[src/rtl/core/asel_pkg.sv]
// ============================================================================
// asel_pkg: shared types for the activity selection block
// Transaction payloads, queue entry, activity store word, status codes and
// back-end state encoding.
// ============================================================================
`default_nettype none

package asel_pkg;

   // Fixed field widths of the transaction payloads
   localparam int TIME_BITS = 16;
   localparam int POS_W     = 6;
   localparam int ARR_W     = 5;

   // Result status codes
   typedef enum logic [1:0] {
      STAT_SELECTED = 2'd0,
      STAT_INVALID  = 2'd1,
      STAT_OVERFLOW = 2'd2
   } status_type;

   // Input transaction
   typedef struct packed {
      logic [TIME_BITS-1:0] start_time;
      logic [TIME_BITS-1:0] finish_time;
      logic                 last_item;
   } req_type;

   // Result transaction
   typedef struct packed {
      logic [POS_W-1:0]     sorted_position;
      logic [ARR_W-1:0]     arrival_index;
      logic [TIME_BITS-1:0] chosen_start;
      logic [TIME_BITS-1:0] chosen_finish;
      status_type           status;
      logic                 last_result;
   } rsp_type;

   // Classified activity travelling from front end to back end
   typedef struct packed {
      logic [TIME_BITS-1:0] start_time;
      logic [TIME_BITS-1:0] finish_time;
      logic                 last_item;
      logic                 bad;   // start after finish
      logic                 drop;  // store already full
   } entry_type;

   // One word of the activity store
   typedef struct packed {
      logic [TIME_BITS-1:0] start_time;
      logic [TIME_BITS-1:0] finish_time;
      logic [ARR_W-1:0]     arrival;
   } store_type;

   // Back-end sequencer states
   typedef enum logic [2:0] {
      BK_IDLE,
      BK_ERR,
      BK_SORT_GET,
      BK_SORT_CMP,
      BK_SORT_PUT,
      BK_SEL_RD,
      BK_SEL_CHK,
      BK_SEL_FIN
   } back_state_type;

endpackage

`default_nettype wire

[src/rtl/core/asel_front.sv]
// ============================================================================
// asel_front: input classification
// Flags activities whose start lies after their finish and activities that
// arrive while the store is full, and hands them to the queue.
// ============================================================================
`default_nettype none

module asel_front #(
   parameter int MAX_ACTIVITIES = 32
) (
   input  wire logic               clock,
   input  wire logic               reset,
   input  wire logic               req_valid,
   output logic                    req_ready,
   input  wire asel_pkg::req_type  req_data,
   output logic                    push_valid,
   input  wire logic               push_ready,
   output asel_pkg::entry_type     push_data
);

   localparam int CNT_W = $clog2(MAX_ACTIVITIES + 1);

   logic [CNT_W-1:0] cnt_ff;
   logic [CNT_W-1:0] cnt_in;
   logic             full;
   logic             accept;

   // Classify the incoming transaction
   assign full      = (cnt_ff == CNT_W'(MAX_ACTIVITIES));
   assign accept    = req_valid && push_ready;
   assign req_ready = push_ready;
   assign push_valid = req_valid;

   always_comb begin
      push_data.start_time  = req_data.start_time;
      push_data.finish_time = req_data.finish_time;
      push_data.last_item   = req_data.last_item;
      push_data.bad         = (req_data.start_time > req_data.finish_time);
      push_data.drop        = full;
   end

   // Count stored activities; restart on the final one
   always_comb begin
      cnt_in = cnt_ff;
      if (accept) begin
         if (req_data.last_item) begin
            cnt_in = '0;
         end else if (!full) begin
            cnt_in = cnt_ff + CNT_W'(1);
         end
      end
   end

   always_ff @(posedge clock) begin
      if (reset) begin
         cnt_ff <= '0;
      end else begin
         cnt_ff <= cnt_in;
      end
   end

   a_cnt_range: assert property (@(posedge clock) disable iff (reset)
      cnt_ff <= CNT_W'(MAX_ACTIVITIES))
      else $error("front activity count beyond store depth");

endmodule

`default_nettype wire

[src/rtl/core/asel_queue.sv]
// ============================================================================
// asel_queue: two-entry queue between front and back end
// Lets the front keep taking activities while the back end is busy.
// ============================================================================
`default_nettype none

module asel_queue (
   input  wire logic                  clock,
   input  wire logic                  reset,
   input  wire logic                  push_valid,
   output logic                       push_ready,
   input  wire asel_pkg::entry_type   push_data,
   output logic                       pop_valid,
   input  wire logic                  pop_ready,
   output asel_pkg::entry_type        pop_data
);

   asel_pkg::entry_type slot_ff [2];
   logic       wp_ff;
   logic       wp_in;
   logic       rp_ff;
   logic       rp_in;
   logic [1:0] cnt_ff;
   logic [1:0] cnt_in;
   logic       do_push;
   logic       do_pop;

   assign push_ready = (cnt_ff != 2'd2);
   assign pop_valid  = (cnt_ff != 2'd0);
   assign pop_data   = slot_ff[rp_ff];
   assign do_push    = push_valid && push_ready;
   assign do_pop     = pop_valid && pop_ready;

   // Advance pointers and occupancy
   always_comb begin
      wp_in  = do_push ? ~wp_ff : wp_ff;
      rp_in  = do_pop ? ~rp_ff : rp_ff;
      cnt_in = cnt_ff;
      if (do_push && !do_pop) begin
         cnt_in = cnt_ff + 2'd1;
      end else if (do_pop && !do_push) begin
         cnt_in = cnt_ff - 2'd1;
      end
   end

   always_ff @(posedge clock) begin
      if (reset) begin
         wp_ff  <= 1'b0;
         rp_ff  <= 1'b0;
         cnt_ff <= 2'd0;
      end else begin
         wp_ff  <= wp_in;
         rp_ff  <= rp_in;
         cnt_ff <= cnt_in;
      end
   end

   // Store the pushed entry
   always_ff @(posedge clock) begin
      if (do_push) begin
         slot_ff[wp_ff] <= push_data;
      end
   end

   a_occupancy: assert property (@(posedge clock) disable iff (reset)
      cnt_ff != 2'd3)
      else $error("queue occupancy out of range");

endmodule

`default_nettype wire

[src/rtl/core/asel_back.sv]
// ============================================================================
// asel_back: activity store, exchange sort and greedy selection
// Writes activities into the store, orders them by finish time on the final
// one, then scans the ordered set and registers the selected activities.
// ============================================================================
`default_nettype none

module asel_back #(
   parameter int MAX_ACTIVITIES = 32
) (
   input  wire logic                  clock,
   input  wire logic                  reset,
   input  wire logic                  pop_valid,
   output logic                       pop_ready,
   input  wire asel_pkg::entry_type   pop_data,
   output logic                       rsp_valid,
   input  wire logic                  rsp_ready,
   output asel_pkg::rsp_type          rsp_data
);

   localparam int IDX_W = (MAX_ACTIVITIES > 1) ? $clog2(MAX_ACTIVITIES) : 1;
   localparam int CNT_W = $clog2(MAX_ACTIVITIES + 1);
   localparam int EXT_W = 8;

   // Control state
   asel_pkg::back_state_type state_ff, state_in;
   logic [CNT_W-1:0] wp_ff, wp_in;
   logic             inv_ff, inv_in;
   logic             ovf_ff, ovf_in;
   logic             rsp_valid_ff, rsp_valid_in;

   // Working registers
   logic [CNT_W-1:0] n_ff, n_in;
   logic [IDX_W-1:0] a_ff, a_in;
   logic [IDX_W-1:0] b_ff, b_in;
   logic [IDX_W-1:0] j_ff, j_in;
   asel_pkg::store_type cur_ff, cur_in;
   logic [asel_pkg::TIME_BITS-1:0] fin_ff, fin_in;
   asel_pkg::rsp_type pend_ff, pend_in;
   asel_pkg::rsp_type rsp_data_ff, rsp_data_in;

   // Activity store
   asel_pkg::store_type mem [MAX_ACTIVITIES];
   asel_pkg::store_type rd_ff;
   logic                mem_we;
   logic [IDX_W-1:0]    mem_wa;
   asel_pkg::store_type mem_wd;
   logic                mem_re;
   logic [IDX_W-1:0]    mem_ra;

   // Helpers
   logic [CNT_W-1:0] n_m1_full;
   logic [IDX_W-1:0] last_idx;
   logic [EXT_W-1:0] wp_ext;
   logic [EXT_W-1:0] pos_ext;
   logic             out_free;
   logic             sel;
   asel_pkg::rsp_type hit;

   assign n_m1_full = n_ff - CNT_W'(1);
   assign last_idx  = n_m1_full[IDX_W-1:0];
   assign wp_ext    = {{(EXT_W-CNT_W){1'b0}}, wp_ff};
   assign pos_ext   = {{(EXT_W-IDX_W){1'b0}}, j_ff} + EXT_W'(1);
   assign out_free  = !rsp_valid_ff || rsp_ready;
   assign sel       = (j_ff == '0) || (rd_ff.start_time >= fin_ff);

   assign rsp_valid = rsp_valid_ff;
   assign rsp_data  = rsp_data_ff;
   assign pop_ready = (state_ff == asel_pkg::BK_IDLE);

   // Result built from the entry under test
   always_comb begin
      hit.sorted_position = pos_ext[asel_pkg::POS_W-1:0];
      hit.arrival_index   = rd_ff.arrival;
      hit.chosen_start    = rd_ff.start_time;
      hit.chosen_finish   = rd_ff.finish_time;
      hit.status          = asel_pkg::STAT_SELECTED;
      hit.last_result     = 1'b0;
   end

   // Sequence load, sort and selection
   always_comb begin
      state_in     = state_ff;
      wp_in        = wp_ff;
      inv_in       = inv_ff;
      ovf_in       = ovf_ff;
      n_in         = n_ff;
      a_in         = a_ff;
      b_in         = b_ff;
      j_in         = j_ff;
      cur_in       = cur_ff;
      fin_in       = fin_ff;
      pend_in      = pend_ff;
      rsp_valid_in = rsp_valid_ff && !rsp_ready;
      rsp_data_in  = rsp_data_ff;
      mem_we       = 1'b0;
      mem_wa       = wp_ff[IDX_W-1:0];
      mem_wd       = cur_ff;
      mem_re       = 1'b0;
      mem_ra       = a_ff;

      case (state_ff)
         asel_pkg::BK_IDLE: begin
            if (pop_valid) begin
               // Store a kept activity and gather error flags
               if (!pop_data.drop) begin
                  mem_we             = 1'b1;
                  mem_wa             = wp_ff[IDX_W-1:0];
                  mem_wd.start_time  = pop_data.start_time;
                  mem_wd.finish_time = pop_data.finish_time;
                  mem_wd.arrival     = wp_ext[asel_pkg::ARR_W-1:0];
                  wp_in              = wp_ff + CNT_W'(1);
               end
               inv_in = inv_ff || pop_data.bad;
               ovf_in = ovf_ff || pop_data.drop;
               if (pop_data.last_item) begin
                  wp_in = '0;
                  n_in  = wp_ff + CNT_W'(1);
                  if (inv_in || ovf_in) begin
                     state_in = asel_pkg::BK_ERR;
                  end else if (wp_ff == '0) begin
                     j_in     = '0;
                     state_in = asel_pkg::BK_SEL_RD;
                  end else begin
                     a_in     = '0;
                     mem_re   = 1'b1;
                     mem_ra   = '0;
                     state_in = asel_pkg::BK_SORT_GET;
                  end
               end
            end
         end

         asel_pkg::BK_ERR: begin
            if (out_free) begin
               rsp_valid_in                = 1'b1;
               rsp_data_in.sorted_position = '0;
               rsp_data_in.arrival_index   = '0;
               rsp_data_in.chosen_start    = '0;
               rsp_data_in.chosen_finish   = '0;
               rsp_data_in.status          = inv_ff ? asel_pkg::STAT_INVALID
                                                    : asel_pkg::STAT_OVERFLOW;
               rsp_data_in.last_result     = 1'b1;
               inv_in                      = 1'b0;
               ovf_in                      = 1'b0;
               state_in                    = asel_pkg::BK_IDLE;
            end
         end

         asel_pkg::BK_SORT_GET: begin
            // Hold entry a, start the inner pass at a+1
            cur_in   = rd_ff;
            b_in     = a_ff + IDX_W'(1);
            mem_re   = 1'b1;
            mem_ra   = a_ff + IDX_W'(1);
            state_in = asel_pkg::BK_SORT_CMP;
         end

         asel_pkg::BK_SORT_CMP: begin
            // Swap when the held finish is strictly greater
            if (cur_ff.finish_time > rd_ff.finish_time) begin
               mem_we = 1'b1;
               mem_wa = b_ff;
               mem_wd = cur_ff;
               cur_in = rd_ff;
            end
            if (b_ff == last_idx) begin
               state_in = asel_pkg::BK_SORT_PUT;
            end else begin
               b_in   = b_ff + IDX_W'(1);
               mem_re = 1'b1;
               mem_ra = b_ff + IDX_W'(1);
            end
         end

         asel_pkg::BK_SORT_PUT: begin
            // Write back entry a, then next outer step or selection
            mem_we = 1'b1;
            mem_wa = a_ff;
            mem_wd = cur_ff;
            if (a_ff + IDX_W'(1) == last_idx) begin
               j_in     = '0;
               state_in = asel_pkg::BK_SEL_RD;
            end else begin
               a_in     = a_ff + IDX_W'(1);
               mem_re   = 1'b1;
               mem_ra   = a_ff + IDX_W'(1);
               state_in = asel_pkg::BK_SORT_GET;
            end
         end

         asel_pkg::BK_SEL_RD: begin
            mem_re   = 1'b1;
            mem_ra   = j_ff;
            state_in = asel_pkg::BK_SEL_CHK;
         end

         asel_pkg::BK_SEL_CHK: begin
            // Hold while an earlier pick cannot be released
            if (!(sel && (j_ff != '0) && !out_free)) begin
               if (sel) begin
                  if (j_ff != '0) begin
                     rsp_valid_in = 1'b1;
                     rsp_data_in  = pend_ff;
                  end
                  pend_in = hit;
                  fin_in  = rd_ff.finish_time;
               end
               if (j_ff == last_idx) begin
                  state_in = asel_pkg::BK_SEL_FIN;
               end else begin
                  j_in     = j_ff + IDX_W'(1);
                  state_in = asel_pkg::BK_SEL_RD;
               end
            end
         end

         asel_pkg::BK_SEL_FIN: begin
            if (out_free) begin
               rsp_valid_in            = 1'b1;
               rsp_data_in             = pend_ff;
               rsp_data_in.last_result = 1'b1;
               state_in                = asel_pkg::BK_IDLE;
            end
         end

         default: begin
            state_in = asel_pkg::BK_IDLE;
         end
      endcase
   end

   // Control registers
   always_ff @(posedge clock) begin
      if (reset) begin
         state_ff     <= asel_pkg::BK_IDLE;
         wp_ff        <= '0;
         inv_ff       <= 1'b0;
         ovf_ff       <= 1'b0;
         rsp_valid_ff <= 1'b0;
      end else begin
         state_ff     <= state_in;
         wp_ff        <= wp_in;
         inv_ff       <= inv_in;
         ovf_ff       <= ovf_in;
         rsp_valid_ff <= rsp_valid_in;
      end
   end

   // Working registers
   always_ff @(posedge clock) begin
      n_ff        <= n_in;
      a_ff        <= a_in;
      b_ff        <= b_in;
      j_ff        <= j_in;
      cur_ff      <= cur_in;
      fin_ff      <= fin_in;
      pend_ff     <= pend_in;
      rsp_data_ff <= rsp_data_in;
   end

   // Activity store: one write port, one registered read port
   always_ff @(posedge clock) begin
      if (mem_we) begin
         mem[mem_wa] <= mem_wd;
      end
      if (mem_re) begin
         rd_ff <= mem[mem_ra];
      end
   end

   a_write_phase: assert property (@(posedge clock) disable iff (reset)
      mem_we |-> (state_ff == asel_pkg::BK_IDLE || state_ff == asel_pkg::BK_SORT_CMP ||
                  state_ff == asel_pkg::BK_SORT_PUT))
      else $error("store written outside load or sort");

   a_inner_order: assert property (@(posedge clock) disable iff (reset)
      (state_ff == asel_pkg::BK_SORT_CMP) |-> (b_ff > a_ff))
      else $error("inner sort index not above outer index");

   a_run_size: assert property (@(posedge clock) disable iff (reset)
      (state_ff == asel_pkg::BK_SORT_GET || state_ff == asel_pkg::BK_SORT_CMP ||
       state_ff == asel_pkg::BK_SEL_RD || state_ff == asel_pkg::BK_SEL_CHK) |->
      (n_ff != '0))
      else $error("run started with an empty store");

   a_error_last: assert property (@(posedge clock) disable iff (reset)
      (rsp_valid_ff && rsp_data_ff.status != asel_pkg::STAT_SELECTED) |->
      rsp_data_ff.last_result)
      else $error("error result not marked final");

endmodule

`default_nettype wire

[src/rtl/core/activity_selection_sorted.sv]
// ============================================================================
// activity_selection_sorted: greedy activity selection over a stored set
// Loads activities, orders them by finish time with a pairwise exchange
// sort, and returns the activities chosen by the greedy rule.
// ============================================================================
//
//   channel  direction  payload         handshake
//   req_     in         asel_pkg::req_type   req_valid / req_ready
//   rsp_     out        asel_pkg::rsp_type   rsp_valid / rsp_ready
//
// Loading takes one activity per cycle through a two-entry queue while the
// back end is idle. The final activity of a set starts a run in the back end:
// an exchange sort by finish time, then the selection scan, all bound by the
// single read and write port of the activity store.
// While a run is active the queue fills and then holds req_ready low.
// A held result stalls the selection scan; synchronous reset empties all.
`default_nettype none

module activity_selection_sorted #(
   parameter int MAX_ACTIVITIES = 32
) (
   input  wire logic               clock,
   input  wire logic               reset,
   input  wire logic               req_valid,
   output logic                    req_ready,
   input  wire asel_pkg::req_type  req_data,
   output logic                    rsp_valid,
   input  wire logic               rsp_ready,
   output asel_pkg::rsp_type       rsp_data
);

   logic                push_valid;
   logic                push_ready;
   asel_pkg::entry_type push_data;
   logic                pop_valid;
   logic                pop_ready;
   asel_pkg::entry_type pop_data;

   asel_front #(
      .MAX_ACTIVITIES(MAX_ACTIVITIES)
   ) u_front (
      .clock     (clock),
      .reset     (reset),
      .req_valid (req_valid),
      .req_ready (req_ready),
      .req_data  (req_data),
      .push_valid(push_valid),
      .push_ready(push_ready),
      .push_data (push_data)
   );

   asel_queue u_queue (
      .clock     (clock),
      .reset     (reset),
      .push_valid(push_valid),
      .push_ready(push_ready),
      .push_data (push_data),
      .pop_valid (pop_valid),
      .pop_ready (pop_ready),
      .pop_data  (pop_data)
   );

   asel_back #(
      .MAX_ACTIVITIES(MAX_ACTIVITIES)
   ) u_back (
      .clock    (clock),
      .reset    (reset),
      .pop_valid(pop_valid),
      .pop_ready(pop_ready),
      .pop_data (pop_data),
      .rsp_valid(rsp_valid),
      .rsp_ready(rsp_ready),
      .rsp_data (rsp_data)
   );

endmodule

`default_nettype wire
[config.mk]
export PLATFORM = sky130hd
export DESIGN_NAME = activity_selection_sorted
export DESIGN_NICKNAME = d
export VERILOG_FILES = /design/src/rtl/core/asel_pkg.sv /design/src/rtl/core/asel_front.sv /design/src/rtl/core/asel_queue.sv /design/src/rtl/core/asel_back.sv /design/src/rtl/core/activity_selection_sorted.sv
export SDC_FILE = /design/constraint.sdc
export NUM_CORES = 2
export LEC_CHECK = 0
export BUFFER_PORTS_ARGS = -buffer_cell sky130_fd_sc_hd__buf_2
export CAP_MARGIN = 40
export CORE_UTILIZATION = 60
export CTS_CLUSTER_DIAMETER = 200
export DETAILED_ROUTE_END_ITERATION = 10
export PLACE_DENSITY = 0.75
export SYNTH_ARGS = -nofsm -noshare
export SYNTH_HDL_FRONTEND = slang
export SYNTH_SLANG_ARGS = --single-unit
[constraint.sdc]
create_clock -name clock -period 5.5 [get_ports clock]
set_clock_uncertainty 0.15 [all_clocks]
set_input_delay 0.275 -clock clock [delete_from_list [all_inputs] [get_ports clock]]
set_output_delay 0.275 -clock clock [all_outputs]
set_load 0.01 [all_outputs]
==> summary.txt <==
Status
  – Outcome: finished, final reports clean

Routing
  – Via count: 37300
  – 1st-pass router iterations: 6
  – Initial DRC count: 5522
  – DR DRC count: 0
  – Vias/cell: 6.38
  – Routed WL: 160000 µm
  – Remaining antenna violation count: 0
  – Wirelength per Cell: 27.4 µm

Worst setup path
  – Cell Chain, Critical Path: inv_1, ha_1, a21o_1, a21o_1, a21o_1, a21o_1, a221oi_1, a211o_1, o21ai_0, o21ai_1, nand2_1, nor2_4, buf_12
  – Worst reg-to-reg path cell count: 13
  – Most frequent CP cell: a21o_1
  – Worst-path maximum fanout: 15
  – Reg2Reg Setup Slack: 0.47 ns
  – Critical Path RT: 5.78 ns
  – Element type at the critical path start: register
  – Critical Path AT: 5.31 ns
  – Delay-heaviest family, CP: compound AO/OA/AOI/OAI gates
  – Setup Crit Path Kind: reg -> reg
  – Slowest-stage cell, CP: nor2_4
  – Worst Path Buf+Inv: 2
  – Worst setup startpoint: u_back.hit[12]
  – CP max stage delay: 0.86 ns
  – CP endpoint kind: register
  – R2R Path Start: u_back.hit[12]
  – R2r endpoint: u_back.mem[19][9]

Yosys
  – Syn_nets: 4353
  – Post-synth EDFFs: 1437
  – YS warnings: 0
  – Most frequent cell after synthesis: edfxtp_1
  – Post-Syn Instances: 4258
  – Mean area per synthesized cell: 13.7 µm²
  – Synth unique cells: 73
  – Synth top cells by count: edfxtp_1 (1437), nand2_1 (1076), and3_1 (290)
  – Share of flip-flops with an asynchronous set or reset: 0
  – Seq/Total Area, Yosys: 0.746
  – Most used DFF post-synth: edfxtp_1
  – Synth top area share: 0.738
  – Yosys reg bits: 1460
  – Yosys top cell by area: edfxtp_1
  – Area contributors post-synth: edfxtp_1 (74%), nand2_1 (6.9%), and3_1 (3.1%), mux2i_1 (1.9%), nand3_1 (1.7%)
  – Synth Cell Area: 58400 µm²

STA
  – Minimum clock period: 5.03 ns
  – TNS Setup: 0 ns
  – Headroom to the max-slew limit: 0.338
  – Final period util: 0.915
  – Worst Tran Pin Value: 0.990 ns
  – Fmax: 0.199 GHz
  – Slew Viols, Final: 0
  – Setup repair after global routing missed its margin: false
  – Min Hold Slack: 0.149 ns
  – Final Hold Violating Endpoints: 0
  – Final setup fails: 0

Placement
  – RePlAce Congestion: 0.920
  – HPWL after DPL: 94700 µm
  – I/O Buffers: 84

Clocking
  – Clock sinks: 1460
  – Clk buf depth: 3
  – Clk_lat worst skew: 0.75 ns
  – Hold buffers post-CTS: 36
  – CTS tree: yes
  – Post-CTS Repair Setup Buffers: 0
  – Resized Gates After CTS: 0
  – Clk root buf: clkbuf_16
  – Clock transition at the registers of the reported paths: 0.06 ns
  – Num CTS Buffers: 146
  – H-Tree Depth: 4

Floorplanning
  – Area of the die: 98700 µm²
  – Core area: 96600 µm²
  – DIE WIDTH: 314 µm
  – Die Ht: 314 µm
  – Starting density of the core: 0.605
  – I/O pin total: 85
  – Rows: 114

Worst hold path
  – Hold WC Path Type: in -> reg
  – Hold Path Depth: 2
  – Hold EP: u_queue.slot_ff[0][4]
  – Hold Path Origin: req_data[2]

Final layout
  – Ant. Diodes: 0
  – Final nets: 4554
  – Layout area overhead: 13.6%
  – Layout cell share with drive strength beyond 1: 0.122
  – Filler Cell Count: 6171
  – Multi-input gate area: 14000 µm²
  – Flip-flop and latch area: 43600 µm²

Global route
  – Vias in the first global route: 36000
  – Global route overflow: 0
  – Total track usage: 0.324
  – Antenna violations before repair: 4
  – First-pass GRT wire length: 231000 µm
  – Largest net degree at the start of global routing: 104

Power
  – LEAKAGE: 23.8 nW
  – Power after layout: 39.7 mW
  – Cell Pwr Density: 598 nW/µm²
  – Worst VDD drop: 587 µV

Flow run
  – Max-cap violations: 0
flip-flops by register name, indices dropped and copies added (netlist names), 2 cells and up, named ones only:
register / flops
u_queue.cnt_ff: 2
u_back.state_ff: 3
u_back.hit: 37
u_back.wp_ff: 6
u_front.cnt_ff: 6
u_back.cur_ff: 37
u_back.b_ff: 5
u_back.pend_ff: 43
u_queue.slot_ff: 70
u_back.a_ff: 5
u_back.mem: 1184
u_back.n_ff: 5
u_back.rsp_data: 46
u_back.j_ff: 5
worst max path at each step:
stage,endpoint,slack [ns],depth (start not counted)
2_1_floorplan,u_back.mem[20][0],0.45,11
3_5_place_dp,u_back.mem[18][12],0.63,13
3_3_place_gp,u_back.hit[11],0.75,13
4_1_cts,u_back.mem[18][6],0.56,13
5_1_grt,u_back.mem[19][6],0.31,13
6_report,u_back.mem[19][9],0.47,13
logic make-up (layout without fill, tap and decap cells):
family	after synthesis	count (layout)	share of synthesized area
XOR/XNOR	42	42	0.00689
adder cells (fa/ha/maj)	58	58	0.0124
AND/OR/NAND/NOR	1884	1884	0.148
buffers and inverters	306	617	0.0235
AO/OA/AOI/OAI	389	389	0.0426
flip-flops	1460	1460	0.746
multiplexers	119	119	0.0206
worst reg2reg max path: stages, from the launching register on:
cell	delay [ns]
edfxtp_1	0.54
inv_1	0.10
ha_1	0.33
a21o_1	0.16
a21o_1	0.17
a21o_1	0.18
a21o_1	0.20
a221oi_1	0.42
a211o_1	0.23
o21ai_0	0.18
o21ai_1	0.47
nand2_1	0.42
nor2_4	0.86
buf_12	0.28
stage by stage:
stage,setup WS (ns),util,instance area [µm²],cells
3_5_place_dp,0.631,0.637,61500,5551
4_1_cts,0.564,0.688,66400,5845
2_1_floorplan,0.452,-,58400,4258
3_3_place_gp,0.751,0.636,61400,5547
6_report,0.469,0.688,66400,5845
5_1_grt,0.309,0.688,66400,5845
cell type report:
cell class | count | area share
well taps | 1276 | 0.0240
inverters | 73 | 0.00413
repair buffers | 286 | 0.0365
clock inverters | 71 | 0.00978
clock buffers | 187 | 0.0586
flip-flops and latches | 1460 | 0.657
multi-input cells | 2492 | 0.210
metal layers:
metal  GRT usage  vias to the layer above  share of wire
met4       0.126                        0          0.039
met2       0.510                     2493           0.47
met3      0.0737                      396           0.12
met1       0.443                    18300           0.37
met5           0                        -              0
li1            -                    16100              -
power breakdown:
| part | total, mW | switching (mW) | leakage (nW) | internal (mW) |
|---|---|---|---|---|
| clock network | 9.51 | 4.08 | 2.20 | 5.43 |
| logic | 14.8 | 10.3 | 8.42 | 4.45 |
| registers | 15.4 | 0.649 | 13.2 | 14.8 |
| total | 39.7 | 15.0 | 23.8 | 24.6 |
cell usage in the layout (no fill, tap or decap), drive strengths merged, types with 5 or more instances in the layout:
cell / count
inv: 76
nand4: 81
dlygate4sd3: 36
bufinv: 9
dfxtp: 23
and2: 9
a32oi: 75
and3: 290
o221ai: 5
xor2: 16
a31oi: 8
xnor2: 24
nand3: 203
ha: 58
nor2b: 9
mux2i: 113
nor2: 131
buf: 250
a21oi: 108
nand2: 1076
edfxtp: 1437
nor4: 39
o21ai: 137
clkbuf: 187
mux2: 6
nand2b: 13
nor3: 17
clkinv: 55
a21o: 20
Note: power is estimated with default switching activity, not from simulation.
